===== src/rtl/lcdnw_pkg.sv =====
// Shared types, constants and sequencing tables for the character LCD nibble write sequencer.
package lcdnw_pkg;

    // command codes on the request side
    localparam logic [1:0] CMD_WRITE  = 2'd0;
    localparam logic [1:0] CMD_INIT   = 2'd1;
    localparam logic [1:0] CMD_CURSOR = 2'd2;

    // display lines that a cursor command acts on
    localparam logic [1:0] LINE_ONE = 2'd1;
    localparam logic [1:0] LINE_TWO = 2'd2;

    // configuration register indexes
    localparam logic [1:0] REG_SHORT  = 2'd0;
    localparam logic [1:0] REG_INIT   = 2'd1;
    localparam logic [1:0] REG_SETTLE = 2'd2;

    localparam logic [15:0] SHORT_HOLD_RST  = 16'd50;
    localparam logic [15:0] INIT_HOLD_RST   = 16'd20000;
    localparam logic [15:0] SETTLE_HOLD_RST = 16'd10000;

    // set DDRAM address command bases
    localparam logic [7:0] LINE_ONE_BASE = 8'h80;
    localparam logic [7:0] LINE_TWO_BASE = 8'hC0;

    // init byte commands
    localparam logic [7:0] INIT_FUNC_SET = 8'h28;
    localparam logic [7:0] INIT_DISP_ON  = 8'h0C;
    localparam logic [7:0] INIT_ENTRY    = 8'h06;
    localparam logic [7:0] INIT_CLEAR    = 8'h01;

    // wake-up nibbles
    localparam logic [3:0] WAKE_NIB  = 4'h3;
    localparam logic [3:0] FOUR_NIB  = 4'h2;

    // pin states per byte, in the init preamble and per full init
    localparam int BYTE_STEPS = 6;
    localparam int PRE_STEPS  = 9;
    localparam int INIT_STEPS = 33;

    localparam int QUEUE_DEPTH_DEF = 4;

    // one unit of work for the back end
    typedef struct packed {
        logic       init;
        logic       rs;
        logic [7:0] byte_val;
    } job_t;

    typedef struct packed {
        logic [15:0] short_hold;
        logic [15:0] init_hold;
        logic [15:0] settle_hold;
    } hold_cfg_t;

    typedef struct packed {
        logic [3:0] nib;
        logic       en;
        logic       use_settle;
    } pre_t;

    // wake-up preamble: nibble 3 pulsed three times, settle, then nibble 2 pulsed
    function automatic pre_t init_pre(input logic [3:0] idx);
        pre_t p;
        p.nib        = WAKE_NIB;
        p.en         = ~idx[0];
        p.use_settle = 1'b0;
        case (idx)
            4'd6: begin
                p.nib = FOUR_NIB;
                p.en  = 1'b0;
                p.use_settle = 1'b1;
            end
            4'd7: begin
                p.nib = FOUR_NIB;
                p.en  = 1'b1;
            end
            4'd8: begin
                p.nib = FOUR_NIB;
                p.en  = 1'b0;
            end
            default: ;
        endcase
        return p;
    endfunction

    function automatic logic [7:0] init_byte(input logic [1:0] idx);
        logic [7:0] b;
        case (idx)
            2'd0:    b = INIT_FUNC_SET;
            2'd1:    b = INIT_DISP_ON;
            2'd2:    b = INIT_ENTRY;
            default: b = INIT_CLEAR;
        endcase
        return b;
    endfunction

endpackage


===== src/rtl/lcdnw_front.sv =====
// Front end: accepts command requests, drops the ones that act on nothing, builds jobs.
module lcdnw_front (
    input  logic               aclk,
    input  logic               aresetn,
    input  logic               s_tvalid,
    output logic               s_tready,
    input  logic [15:0]        s_tdata,   // data_byte[7:0], line_no[9:8], column[14:10]
    input  logic [2:0]         s_tuser,   // cmd[1:0], is_char[2]
    output logic               job_valid,
    output lcdnw_pkg::job_t    job,
    input  logic               job_ready
);
    import lcdnw_pkg::*;

    logic       valid_reg, valid_next;
    job_t       job_reg, job_next;
    logic       keep;
    logic [1:0] cmd;
    logic [7:0] data_byte;
    logic       is_char;
    logic [1:0] line_no;
    logic [4:0] column;

    assign cmd       = s_tuser[1:0];
    assign is_char   = s_tuser[2];
    assign data_byte = s_tdata[7:0];
    assign line_no   = s_tdata[9:8];
    assign column    = s_tdata[14:10];

    // classify the request
    always_comb begin
        keep              = 1'b0;
        job_next.init     = 1'b0;
        job_next.rs       = 1'b0;
        job_next.byte_val = data_byte;
        case (cmd)
            CMD_WRITE: begin
                keep        = 1'b1;
                job_next.rs = is_char;
            end
            CMD_INIT: begin
                keep          = 1'b1;
                job_next.init = 1'b1;
            end
            CMD_CURSOR: begin
                if (line_no == LINE_ONE) begin
                    keep = 1'b1;
                    job_next.byte_val = 8'(LINE_ONE_BASE + {3'b000, column} - 8'd1);
                end else if (line_no == LINE_TWO) begin
                    keep = 1'b1;
                    job_next.byte_val = 8'(LINE_TWO_BASE + {3'b000, column} - 8'd1);
                end
            end
            default: ;
        endcase
    end

    assign s_tready = !valid_reg || job_ready;

    // single holding stage in front of the queue
    always_comb begin
        valid_next = valid_reg;
        if (s_tvalid && s_tready) begin
            valid_next = keep;
        end else if (job_ready) begin
            valid_next = 1'b0;
        end
    end

    always_ff @(posedge aclk) begin
        if (!aresetn) begin
            valid_reg <= 1'b0;
        end else begin
            valid_reg <= valid_next;
        end
    end

    always_ff @(posedge aclk) begin
        if (s_tvalid && s_tready) begin
            job_reg <= job_next;
        end
    end

    assign job_valid = valid_reg;
    assign job       = job_reg;

endmodule


===== src/rtl/lcdnw_queue.sv =====
// Short job queue between the front end and the pin sequencer.
module lcdnw_queue #(
    parameter int DEPTH = lcdnw_pkg::QUEUE_DEPTH_DEF
) (
    input  logic               aclk,
    input  logic               aresetn,
    input  logic               push_valid,
    input  lcdnw_pkg::job_t    push_job,
    output logic               push_ready,
    output logic               pop_valid,
    output lcdnw_pkg::job_t    pop_job,
    input  logic               pop
);
    import lcdnw_pkg::*;

    localparam int PW = (DEPTH > 1) ? $clog2(DEPTH) : 1;
    localparam int CW = $clog2(DEPTH + 1);

    job_t          mem_reg [DEPTH];
    logic [PW-1:0] wptr_reg, wptr_next;
    logic [PW-1:0] rptr_reg, rptr_next;
    logic [CW-1:0] count_reg, count_next;
    logic          do_push, do_pop;

    assign push_ready = (count_reg != CW'(DEPTH));
    assign pop_valid  = (count_reg != '0);
    assign pop_job    = mem_reg[rptr_reg];
    assign do_push    = push_valid && push_ready;
    assign do_pop     = pop && pop_valid;

    // pointer and fill count update
    always_comb begin
        wptr_next  = wptr_reg;
        rptr_next  = rptr_reg;
        count_next = count_reg;
        if (do_push) begin
            wptr_next = (wptr_reg == PW'(DEPTH - 1)) ? '0 : PW'(wptr_reg + 1'b1);
        end
        if (do_pop) begin
            rptr_next = (rptr_reg == PW'(DEPTH - 1)) ? '0 : PW'(rptr_reg + 1'b1);
        end
        if (do_push && !do_pop) begin
            count_next = CW'(count_reg + 1'b1);
        end else if (do_pop && !do_push) begin
            count_next = CW'(count_reg - 1'b1);
        end
    end

    always_ff @(posedge aclk) begin
        if (!aresetn) begin
            wptr_reg  <= '0;
            rptr_reg  <= '0;
            count_reg <= '0;
        end else begin
            wptr_reg  <= wptr_next;
            rptr_reg  <= rptr_next;
            count_reg <= count_next;
        end
    end

    always_ff @(posedge aclk) begin
        if (do_push) begin
            mem_reg[wptr_reg] <= push_job;
        end
    end

endmodule


===== src/rtl/lcdnw_back.sv =====
// Back end: expands the job at the queue head into timed pin states, one per cycle while the output is not stalled.
module lcdnw_back (
    input  logic                 aclk,
    input  logic                 aresetn,
    input  lcdnw_pkg::hold_cfg_t cfg,
    input  logic                 job_valid,
    input  lcdnw_pkg::job_t      job,
    output logic                 job_pop,
    output logic                 m_tvalid,
    input  logic                 m_tready,
    output logic [23:0]          m_tdata,   // data_pins[3:0], enable_pin[4], hold_us[20:5]
    output logic [0:0]           m_tuser,   // rs_pin[0]
    output logic                 m_tlast
);
    import lcdnw_pkg::*;

    logic [5:0]  step_reg, step_next;
    logic [2:0]  sub_reg, sub_next;
    logic [1:0]  bidx_reg, bidx_next;
    logic        valid_reg;
    logic [3:0]  nib_reg;
    logic        en_reg, rs_reg, last_reg;
    logic [15:0] hold_reg;

    logic        adv, in_pre, is_last;
    pre_t        pre;
    logic [7:0]  cur_byte;
    logic [16:0] end_sum;
    logic [15:0] end_hold;
    logic [3:0]  nib;
    logic        en, rs;
    logic [15:0] hold;

    assign adv     = job_valid && (!valid_reg || m_tready);
    assign in_pre  = job.init && (step_reg < 6'(PRE_STEPS));
    assign pre     = init_pre(step_reg[3:0]);
    assign is_last = job.init ? (step_reg == 6'(INIT_STEPS - 1))
                              : (sub_reg == 3'(BYTE_STEPS - 1));
    assign job_pop = adv && is_last;

    // last init state holds for short plus settle, saturated
    assign end_sum  = {1'b0, cfg.short_hold} + {1'b0, cfg.settle_hold};
    assign end_hold = end_sum[16] ? 16'hFFFF : end_sum[15:0];

    // pin state for the current step
    always_comb begin
        cur_byte = job.init ? init_byte(bidx_reg) : job.byte_val;
        rs       = job.init ? 1'b0 : job.rs;
        if (in_pre) begin
            nib  = pre.nib;
            en   = pre.en;
            hold = pre.use_settle ? cfg.settle_hold : cfg.init_hold;
        end else begin
            nib  = (sub_reg < 3'd3) ? cur_byte[7:4] : cur_byte[3:0];
            en   = (sub_reg == 3'd1) || (sub_reg == 3'd4);
            hold = (job.init && is_last) ? end_hold : cfg.short_hold;
        end
    end

    // step counters: preamble steps, then six states per byte
    always_comb begin
        step_next = step_reg;
        sub_next  = sub_reg;
        bidx_next = bidx_reg;
        if (adv) begin
            if (is_last) begin
                step_next = '0;
                sub_next  = '0;
                bidx_next = '0;
            end else begin
                step_next = 6'(step_reg + 1'b1);
                if (!in_pre) begin
                    if (sub_reg == 3'(BYTE_STEPS - 1)) begin
                        sub_next  = '0;
                        bidx_next = 2'(bidx_reg + 1'b1);
                    end else begin
                        sub_next = 3'(sub_reg + 1'b1);
                    end
                end
            end
        end
    end

    always_ff @(posedge aclk) begin
        if (!aresetn) begin
            step_reg  <= '0;
            sub_reg   <= '0;
            bidx_reg  <= '0;
            valid_reg <= 1'b0;
        end else begin
            step_reg <= step_next;
            sub_reg  <= sub_next;
            bidx_reg <= bidx_next;
            if (adv) begin
                valid_reg <= 1'b1;
            end else if (m_tready) begin
                valid_reg <= 1'b0;
            end
        end
    end

    // output register
    always_ff @(posedge aclk) begin
        if (adv) begin
            nib_reg  <= nib;
            en_reg   <= en;
            rs_reg   <= rs;
            hold_reg <= hold;
            last_reg <= is_last;
        end
    end

    assign m_tvalid   = valid_reg;
    assign m_tdata    = {3'b000, hold_reg, en_reg, nib_reg};
    assign m_tuser[0] = rs_reg;
    assign m_tlast    = last_reg;

endmodule


===== src/rtl/char_lcd_nibble_write_sequencer_top.sv =====
// Top level of the character LCD nibble write sequencer: register port, front end, queue, back end.
//
// Takes command requests (byte write, power-up init, cursor position) and turns each into
// the list of 4-bit bus pin states with their hold times. A request is classified in the cycle
// it is accepted; cursor requests on a line other than 1 or 2 and the unused command
// code are dropped and use no sequencer time. Kept jobs wait in a queue of QUEUE_DEPTH
// entries. The pin sequencer emits one pin state per cycle through its output register while
// the result side keeps up, so a byte write or cursor command is 6 pin states and an init is
// 33, sent back to back with the next job; the number of pin states in a job sets the rate.
// Write holding registers via the register port only while idle; the block does not enforce it.
module char_lcd_nibble_write_sequencer_top #(
    parameter int QUEUE_DEPTH = lcdnw_pkg::QUEUE_DEPTH_DEF
) (
    input  logic        aclk,
    input  logic        aresetn,
    // request channel
    input  logic        s_tvalid,
    output logic        s_tready,
    input  logic [15:0] s_tdata,   // data_byte[7:0], line_no[9:8], column[14:10]
    input  logic [2:0]  s_tuser,   // cmd[1:0], is_char[2]
    // pin state channel
    output logic        m_tvalid,
    input  logic        m_tready,
    output logic [23:0] m_tdata,   // data_pins[3:0], enable_pin[4], hold_us[20:5]
    output logic [0:0]  m_tuser,   // rs_pin[0]
    output logic        m_tlast,
    // register port
    input  logic        psel,
    input  logic        penable,
    input  logic        pwrite,
    input  logic [3:0]  paddr,
    input  logic [31:0] pwdata,
    output logic [31:0] prdata,
    output logic        pready
);
    import lcdnw_pkg::*;

    logic [15:0] short_hold_reg, init_hold_reg, settle_hold_reg;
    logic        cfg_wr;
    hold_cfg_t   cfg;
    logic        f_valid, f_ready;
    job_t        f_job;
    logic        q_valid, q_pop;
    job_t        q_job;

    // register port
    assign pready = 1'b1;
    assign cfg_wr = psel && penable && pwrite && pready;

    always_ff @(posedge aclk) begin
        if (!aresetn) begin
            short_hold_reg  <= SHORT_HOLD_RST;
            init_hold_reg   <= INIT_HOLD_RST;
            settle_hold_reg <= SETTLE_HOLD_RST;
        end else if (cfg_wr) begin
            case (paddr[3:2])
                REG_SHORT:  short_hold_reg  <= pwdata[15:0];
                REG_INIT:   init_hold_reg   <= pwdata[15:0];
                REG_SETTLE: settle_hold_reg <= pwdata[15:0];
                default: ;
            endcase
        end
    end

    always_comb begin
        case (paddr[3:2])
            REG_SHORT:  prdata = {16'd0, short_hold_reg};
            REG_INIT:   prdata = {16'd0, init_hold_reg};
            REG_SETTLE: prdata = {16'd0, settle_hold_reg};
            default:    prdata = '0;
        endcase
    end

    assign cfg.short_hold  = short_hold_reg;
    assign cfg.init_hold   = init_hold_reg;
    assign cfg.settle_hold = settle_hold_reg;

    lcdnw_front u_front (
        .aclk      (aclk),
        .aresetn   (aresetn),
        .s_tvalid  (s_tvalid),
        .s_tready  (s_tready),
        .s_tdata   (s_tdata),
        .s_tuser   (s_tuser),
        .job_valid (f_valid),
        .job       (f_job),
        .job_ready (f_ready)
    );

    lcdnw_queue #(
        .DEPTH (QUEUE_DEPTH)
    ) u_queue (
        .aclk       (aclk),
        .aresetn    (aresetn),
        .push_valid (f_valid),
        .push_job   (f_job),
        .push_ready (f_ready),
        .pop_valid  (q_valid),
        .pop_job    (q_job),
        .pop        (q_pop)
    );

    lcdnw_back u_back (
        .aclk      (aclk),
        .aresetn   (aresetn),
        .cfg       (cfg),
        .job_valid (q_valid),
        .job       (q_job),
        .job_pop   (q_pop),
        .m_tvalid  (m_tvalid),
        .m_tready  (m_tready),
        .m_tdata   (m_tdata),
        .m_tuser   (m_tuser),
        .m_tlast   (m_tlast)
    );

    // enable high is always followed at once by enable low within the same job
    a_en_fall: assert property (@(posedge aclk) disable iff (!aresetn)
        m_tvalid && m_tready && m_tdata[4] |=> m_tvalid && !m_tdata[4])
        else $error("enable high not followed by enable low");

    // a job never ends on a raised enable
    a_last_low: assert property (@(posedge aclk) disable iff (!aresetn)
        m_tvalid && m_tlast |-> !m_tdata[4])
        else $error("job ended with enable high");

    // a job is only taken from the queue when it is there
    a_pop_valid: assert property (@(posedge aclk) disable iff (!aresetn)
        q_pop |-> q_valid)
        else $error("queue popped while empty");

    // nothing comes out right after reset
    a_reset_idle: assert property (@(posedge aclk)
        !aresetn |=> !m_tvalid)
        else $error("result valid after reset");

endmodule


===== config.mk =====
export PLATFORM = sky130hd
export DESIGN_NAME = char_lcd_nibble_write_sequencer_top
export DESIGN_NICKNAME = d
export VERILOG_FILES = /design/src/rtl/lcdnw_pkg.sv /design/src/rtl/lcdnw_front.sv /design/src/rtl/lcdnw_queue.sv /design/src/rtl/lcdnw_back.sv /design/src/rtl/char_lcd_nibble_write_sequencer_top.sv
export SDC_FILE = /design/constraint.sdc
export NUM_CORES = 1
export LEC_CHECK = 0
export ABC_CLOCK_PERIOD_IN_PS = 8300
export BUFFER_PORTS_ARGS = -buffer_cell sky130_fd_sc_hd__buf_2
export CORE_UTILIZATION = 61
export CTS_CLUSTER_SIZE = 28
export DETAILED_ROUTE_END_ITERATION = 6
export PLACE_DENSITY = 0.85
export SLEW_MARGIN = 20
export SYNTH_ARGS = -nofsm -noshare
export SYNTH_HDL_FRONTEND = slang
export SYNTH_SLANG_ARGS = --single-unit

===== constraint.sdc =====
create_clock -name aclk -period 8.3 [get_ports aclk]
set_input_delay 0.415 -clock aclk [delete_from_list [all_inputs] [get_ports aclk]]
set_output_delay 0.415 -clock aclk [all_outputs]
set_load 0.01 [all_outputs]

## Yosys cells after proc, flatten, opt, wreduce, memory -nomap -nowiden

Memory sizes are Yosys's and may differ from the RTL's. A register that Yosys moved wholly into a read port is not among the register bits.
Index checks and enable logic that the tools add are counted.

- Flip-flop bits (word level): 101
- Latch bits: 0
- RAM bits: 40
- Memory bits (read-only): 0
- Logic and storage cells: 126
- Memories: 1

Memories:

| name | words | bits a word | read ports | clocked after Yosys merged registers in | write ports | line | RTL |
|---|---|---|---|---|---|---|---|
| u_queue.mem_reg | 4 | 10 | 1 | 1 | 1 | lcdnw_queue.sv:19 | `job_t mem_reg [DEPTH];` |

- $add $sub $neg: 12
- Multiply operators: 0
- Divide/modulo/power cells: 0
- Magnitude comparators: 2
- Equal/unequal tests: 19
- Shift operators: 0
- Muxes and demuxes: 39
- Bitwise operators: 1
- Reduce and logical (&&, ||, !) cells: 33

Operator list:

| kind | count |
|---|---|
| $mux W16 | 4 |
| $pmux W16 S3 | 1 |
| $mux W8 | 4 |
| $pmux W6 S3 | 1 |
| $add A16 B16 Y17 | 1 |
| $sub A8 B1 Y8 const B | 2 |
| $mux W3 | 5 |
| $mux W2 | 7 |
| $eq A2 B2 Y1 const B | 6 |
| $mux W1 | 12 |
| $logic_and A1 B1 Y1 | 11 |
| $add A7 B6 Y8 const A | 1 |
| $add A8 B5 Y8 const A | 1 |
| $eq A2 B1 Y1 const B | 4 |
| $eq A4 B3 Y1 const B | 2 |
| $mux W4 | 2 |
| $reduce_and A2 Y1 | 4 |
| $reduce_bool A2 Y1 | 4 |
| $add A2 B1 Y2 const B | 3 |
| $add A3 B1 Y3 const B | 2 |
| $add A6 B1 Y6 const B | 1 |
| $eq A3 B3 Y1 const B | 2 |
| $eq A6 B6 Y1 const B | 1 |
| $logic_not A2 Y1 | 3 |
| other kinds (16) | 22 |

## Longest topological paths before layout

- Depth after elaboration: 8
- Depth in mapped cells: 12
- Depth with buffers taken out: 12

## By module

A second synthesis with hierarchy kept.

- Cells, all modules: 742
- Area total of the unflattened synthesis: 7737.4 um^2

By module, submodules not included:

| module | instances | cells each | area each (um^2) | seq. area each (um^2) |
|---|---|---|---|---|
| lcdnw_back | 1 | 324 | 2832.7 | 930.9 |
| char_lcd_nibble_write_sequencer_top | 1 | 265 | 2371.0 | 960.9 |
| lcdnw_queue | 1 | 103 | 1920.6 | 1381.3 |
| lcdnw_front | 1 | 50 | 613.1 | 320.3 |

## Worst setup path before layout

OpenSTA, ideal clock, no wires.

- Path type: reg-to-reg
- Start: register with a tool-made name
- End: register u_queue.count_reg[2]
- Library setup time: 0.076 ns
- Arrival: 2.596 ns
- Required time: 8.224 ns
- Slack: 5.629 ns
- Cell stages (with the launch flop): 12
- Path buffers: 1
- Clock period less this slack: 2.671 ns
- Cell sequence: dfxtp_1 buf_6 mux4_2 nand3_2 o21ai_2 nand2_2 ha_1 inv_1 fa_1 xor2_1 or3_1 a21boi_0

RTL lines:

| element | line | RTL |
|---|---|---|
| end signal, assigned | lcdnw_queue.sv:57 | `count_reg <= count_next;` |
| end, declared | lcdnw_queue.sv:22 | `logic [CW-1:0] count_reg, count_next;` |

==> reports/summary.txt <==
TIMING
---------------------------------------------------------------------------------------
Worst setup slack after layout                                                  4770 ps
Count of endpoints failing hold in the final timing report                            0
Max_slew headroom                                                                 33.7%
# setup viols final                                                                   0
Part of the cycle the worst path needs                                            42.5%
Final Max Tran Viols                                                                  0
Highest achievable clock rate                                                   283 MHz
Worst-case clock skew                                                           8.86 ps
Post-Route Setup TNS                                                               0 ps
Transition time of the tightest slew-check pin                                   995 ps
Time the worst path needs with I/O delays and setup                             3530 ps
Unrepaired setup endpoints after global routing                                      no

WORST SETUP PATH
---------------------------------------------------------------------------------------
Type of destination of the critical path                                       register
Critical Path Max Stage Delay                                                    790 ps
Critical-path maximum fanout                                                         13
Required @ worst endpoint                                                       8650 ps
Critical path start-end classification                                     register to register
Arrival time worst endpoint                                                     3880 ps
Slowest cell on the critical path                                          sky130_fd_sc_hd__dfxtp_1
Crit path cell chain                                                       mux4_2 -> nand3_2 -> o21ai_2 -> nand2_2 -> ha_1 -> inv_1 -> fa_1 -> xor2_1 -> or3_1 -> a21boi_0
CP top delay family                                                          flip-flops
Number of buffers and inverters on the critical path                                  1
Startpoint class of the critical path                                          register

FLOORPLAN
---------------------------------------------------------------------------------------
Total I/O pin count                                                                 123
Row count                                                                            40
Initial core utilization                                                          62.4%
Die Wd                                                                           113 um
Core footprint                                                               0.0120 mm2
Vertical die dimension                                                           113 um
Die area                                                                     0.0127 mm2

FINAL LAYOUT
---------------------------------------------------------------------------------------
Footprint of the multi-input gates                                          0.00357 mm2
Share of post-route cells with drive strength above 1                             18.3%
Register Area                                                               0.00359 mm2
Summed area of non-filler cells in the final layout                         0.00848 mm2
Largest register FFs                                                                 40
Number of antenna cells inserted                                                      0
Fillers                                                                             846
Final nets                                                                          901
Layout area overhead                                                              13.6%

POWER AND IR DROP
---------------------------------------------------------------------------------------
Sequential fraction of design power                                               46.7%
Net switching power figure                                                       441 uW
Worst vdd rail ir drop                                                       0.000156 V
Switch share                                                                      25.8%
Combinational share of power                                                       9.9%
Total power divided by cell area                                             202 mW/mm2
Clock share of power                                                              43.4%
Total design power                                                              1710 uW
Leakage power total                                                          0.00338 uW
Design internal power                                                           1270 uW

LOGIC SYNTHESIS
---------------------------------------------------------------------------------------
Number of different library cells in the post-synthesis netlist                      57
Portion of netlist area occupied by mux cells                                     8.65%
Top cells by instance count after synthesis                                sky130_fd_sc_hd__nand2_1 (144), sky130_fd_sc_hd__edfxtp_1 (73), sky130_fd_sc_hd__dfxtp_1 (70)
Syn Inst Count                                                                      739
Fraction of registers with async set/reset                                           0%
Library cell with the highest instance count after synthesis               sky130_fd_sc_hd__nand2_1
Area share of fa/ha/maj cells after synthesis                                     5.90%
Portion of synthesized cell area occupied by the leading cell type                29.4%
Cell area after synthesis                                                   0.00747 mm2
Post-Synth Simple-Gate Area                                                       14.1%
Mean instance size in the synthesized netlist                                  10.1 um2
Leading register cell type out of synthesis                                sky130_fd_sc_hd__edfxtp_1
Post-synth EDFFs                                                                     73
Parity-gate share of the synthesized area counting xor and xnor cells             3.17%
Area contributors post-synth                                               sky130_fd_sc_hd__edfxtp_1 (29%), sky130_fd_sc_hd__dfxtp_1 (19%), sky130_fd_sc_hd__nand2_1 (7.2%)
Post-synthesis sequential area ratio                                              48.1%
Compound-cell area share of the yosys netlist                                     14.7%
Main combinational cell family by area after synthesis                     compound AO/OA/AOI/OAI gates
Number of storage elements in the synthesis netlist                                 143
Warnings from Yosys                                                                   0
Biggest area consumer among synthesized cells                              sky130_fd_sc_hd__edfxtp_1

ROUTE
---------------------------------------------------------------------------------------
Detailed-router iteration count before antenna repair                                 5
Number of violations reported at the end of detailed-routing iteration 0            518
Total wire length                                                               17.6 mm
Vias per inst                                                                      5.97
Vias post-DR                                                                       5757
Routed wire per std cell                                                        18.3 um
Post-DRT Antenna Nets                                                                 0
Remaining routing DRC violations                                                      0

CLOCKING
---------------------------------------------------------------------------------------
CTS buffer count                                                                     17
Total clock sinks                                                                   143
Total setup buffers inserted after CTS                                                0
Level count of the clock H-tree                                                       4
TritonCTS clock tree                                                              built
CTS Buffer Depth                                                                      2
Root buf cell                                                              sky130_fd_sc_hd__clkbuf_16
Quantity of hold-fixing buffers added after cts                                       0
CTS clock-pin slew for the worst setup and hold paths                             60 ps
Post-CTS sizing                                                                       0
Clock latency of the later-clocked register in the worst-skew pair               430 ps

GLOBAL ROUTE
---------------------------------------------------------------------------------------
Pin count of the biggest net entering global routing                                 63
Wire length of the first global-routing pass                                    27.9 mm
Total global-route track usage                                                    28.9%
Number of global-route vias before repair                                          5712
Overall overflow remaining after global route                                         0
Antenna violations before repair                                                      1

PLACE
---------------------------------------------------------------------------------------
HPWL after detailed placement                                                   11.8 mm
Worst-case setup slack after placement                                          4870 ps
Routability Congestion                                                            0.907
Placed Instance Area                                                        0.00787 mm2
Number of port buffers                                                               83

WORST HOLD PATH
---------------------------------------------------------------------------------------
Class of the worst hold path                                               input pin to register

OUTCOME
---------------------------------------------------------------------------------------
Run status                                                                 finished, final reports clean

JOB
---------------------------------------------------------------------------------------
Number of max-capacitance violations reported                                         0

-- layout by cell type (no fill, tap or decap), types with 3 or more instances in the layout --
cell	synthesis	routed
sky130_fd_sc_hd__nor3_1	5	4
sky130_fd_sc_hd__nand3_1	21	20
sky130_fd_sc_hd__o21bai_1	3	3
sky130_fd_sc_hd__edfxtp_1	73	73
sky130_fd_sc_hd__conb_1	2	20
sky130_fd_sc_hd__mux2i_1	33	33
sky130_fd_sc_hd__inv_6	0	6
sky130_fd_sc_hd__o21a_1	3	3
sky130_fd_sc_hd__clkbuf_16	0	17
sky130_fd_sc_hd__o221ai_1	9	9
sky130_fd_sc_hd__nand4_1	6	6
sky130_fd_sc_hd__o21ai_0	45	45
sky130_fd_sc_hd__mux4_2	10	10
sky130_fd_sc_hd__o31ai_1	3	3
sky130_fd_sc_hd__nand3_2	2	3
sky130_fd_sc_hd__xnor2_1	23	23
sky130_fd_sc_hd__nand2_1	144	144
sky130_fd_sc_hd__dfxtp_1	70	70
sky130_fd_sc_hd__and4_1	3	3
sky130_fd_sc_hd__buf_2	4	83
sky130_fd_sc_hd__nor2_1	26	26
sky130_fd_sc_hd__or3_1	3	3
sky130_fd_sc_hd__and2_1	9	9
sky130_fd_sc_hd__a21boi_1	3	3
sky130_fd_sc_hd__buf_4	21	5
sky130_fd_sc_hd__o22ai_1	9	9
sky130_fd_sc_hd__nor2b_1	11	11
sky130_fd_sc_hd__inv_8	0	3
sky130_fd_sc_hd__mux2_2	8	8
sky130_fd_sc_hd__a21o_1	6	6
sky130_fd_sc_hd__ha_1	32	32
sky130_fd_sc_hd__a21oi_1	23	23
sky130_fd_sc_hd__a21boi_0	40	40
sky130_fd_sc_hd__inv_1	20	20
sky130_fd_sc_hd__xor2_1	4	4
-- power by group through the flow --
stage	clock, uW	sequential [uW]	combinational [uW]
2_1_floorplan	0	818	103
3_5_place_dp	0	815	160
4_1_cts	748	800	162
3_3_place_gp	0	812	154
5_1_grt	775	803	185
6_report	743	800	170
-- worst register-to-register path, cell delays in order (launching register included) --
cell	delay (ps)
sky130_fd_sc_hd__dfxtp_1	790
sky130_fd_sc_hd__mux4_2	760
sky130_fd_sc_hd__nand3_2	250
sky130_fd_sc_hd__o21ai_2	140
sky130_fd_sc_hd__nand2_2	160
sky130_fd_sc_hd__ha_1	230
sky130_fd_sc_hd__inv_1	70
sky130_fd_sc_hd__fa_1	390
sky130_fd_sc_hd__xor2_1	170
sky130_fd_sc_hd__or3_1	320
sky130_fd_sc_hd__a21boi_0	180
-- worst paths after layout --
path	from	end	slack (ps)	depth (start not counted)
max reg2reg	register	u_queue.count_reg[2]$_SDFFE_PN0P_	4770	10
max	register	u_queue.count_reg[2]$_SDFFE_PN0P_	4770	10
min reg2reg	init_hold_reg[1]$_SDFFE_PN0P_	init_hold_reg[1]$_SDFFE_PN0P_	490	2
min	pwdata[9]	init_hold_reg[9]$_SDFFE_PN1P_	230	3
-- stage by stage --
| stage | util [%] | instances | hold WS (ps) |
|---|---|---|---|
| 4_1_cts | 70.6 | 964 | 222 |
| 6_report | 70.9 | 965 | 231 |
| 5_1_grt | 70.9 | 965 | 230 |
| 3_5_place_dp | 65.8 | 932 | 481 |
| 3_3_place_gp | 65.8 | 932 | 466 |
| 2_1_floorplan | - | 757 | 453 |
-- metal layers --
layer  global-route usage (%)  part of all wire [%]  up-vias
met5                        0                 0.074        -
met3                     9.23                   7.5       51
met1                     32.3                    40     2713
met2                     50.0                    50      266
met4                     13.9                   2.7        2
li1                         -                     -     2725
-- final cells by class --
class | instances | area share [%]
Clock buffer | 18 | 5.06
Clock inverter | 14 | 1.73
Inverter | 20 | 0.885
Multi-Input combinational cell | 534 | 42.1
Sequential cell | 143 | 42.4
Tap cell | 147 | 2.17
Timing Repair Buffer | 89 | 5.67
-- cell families (layout without fill, tap and decap cells) --
logic type / after synthesis / in the layout
other: 2 / 20
muxes: 51 / 51
and+or+nand+nor: 238 / 238
AOI/OAI and AO/OA: 164 / 164
DFF: 143 / 143
xor gates and xnor gates: 27 / 27
buffers and inverters: 80 / 141
adders and majority gates: 34 / 34
Note: power is estimated with default switching activity, not from simulation.
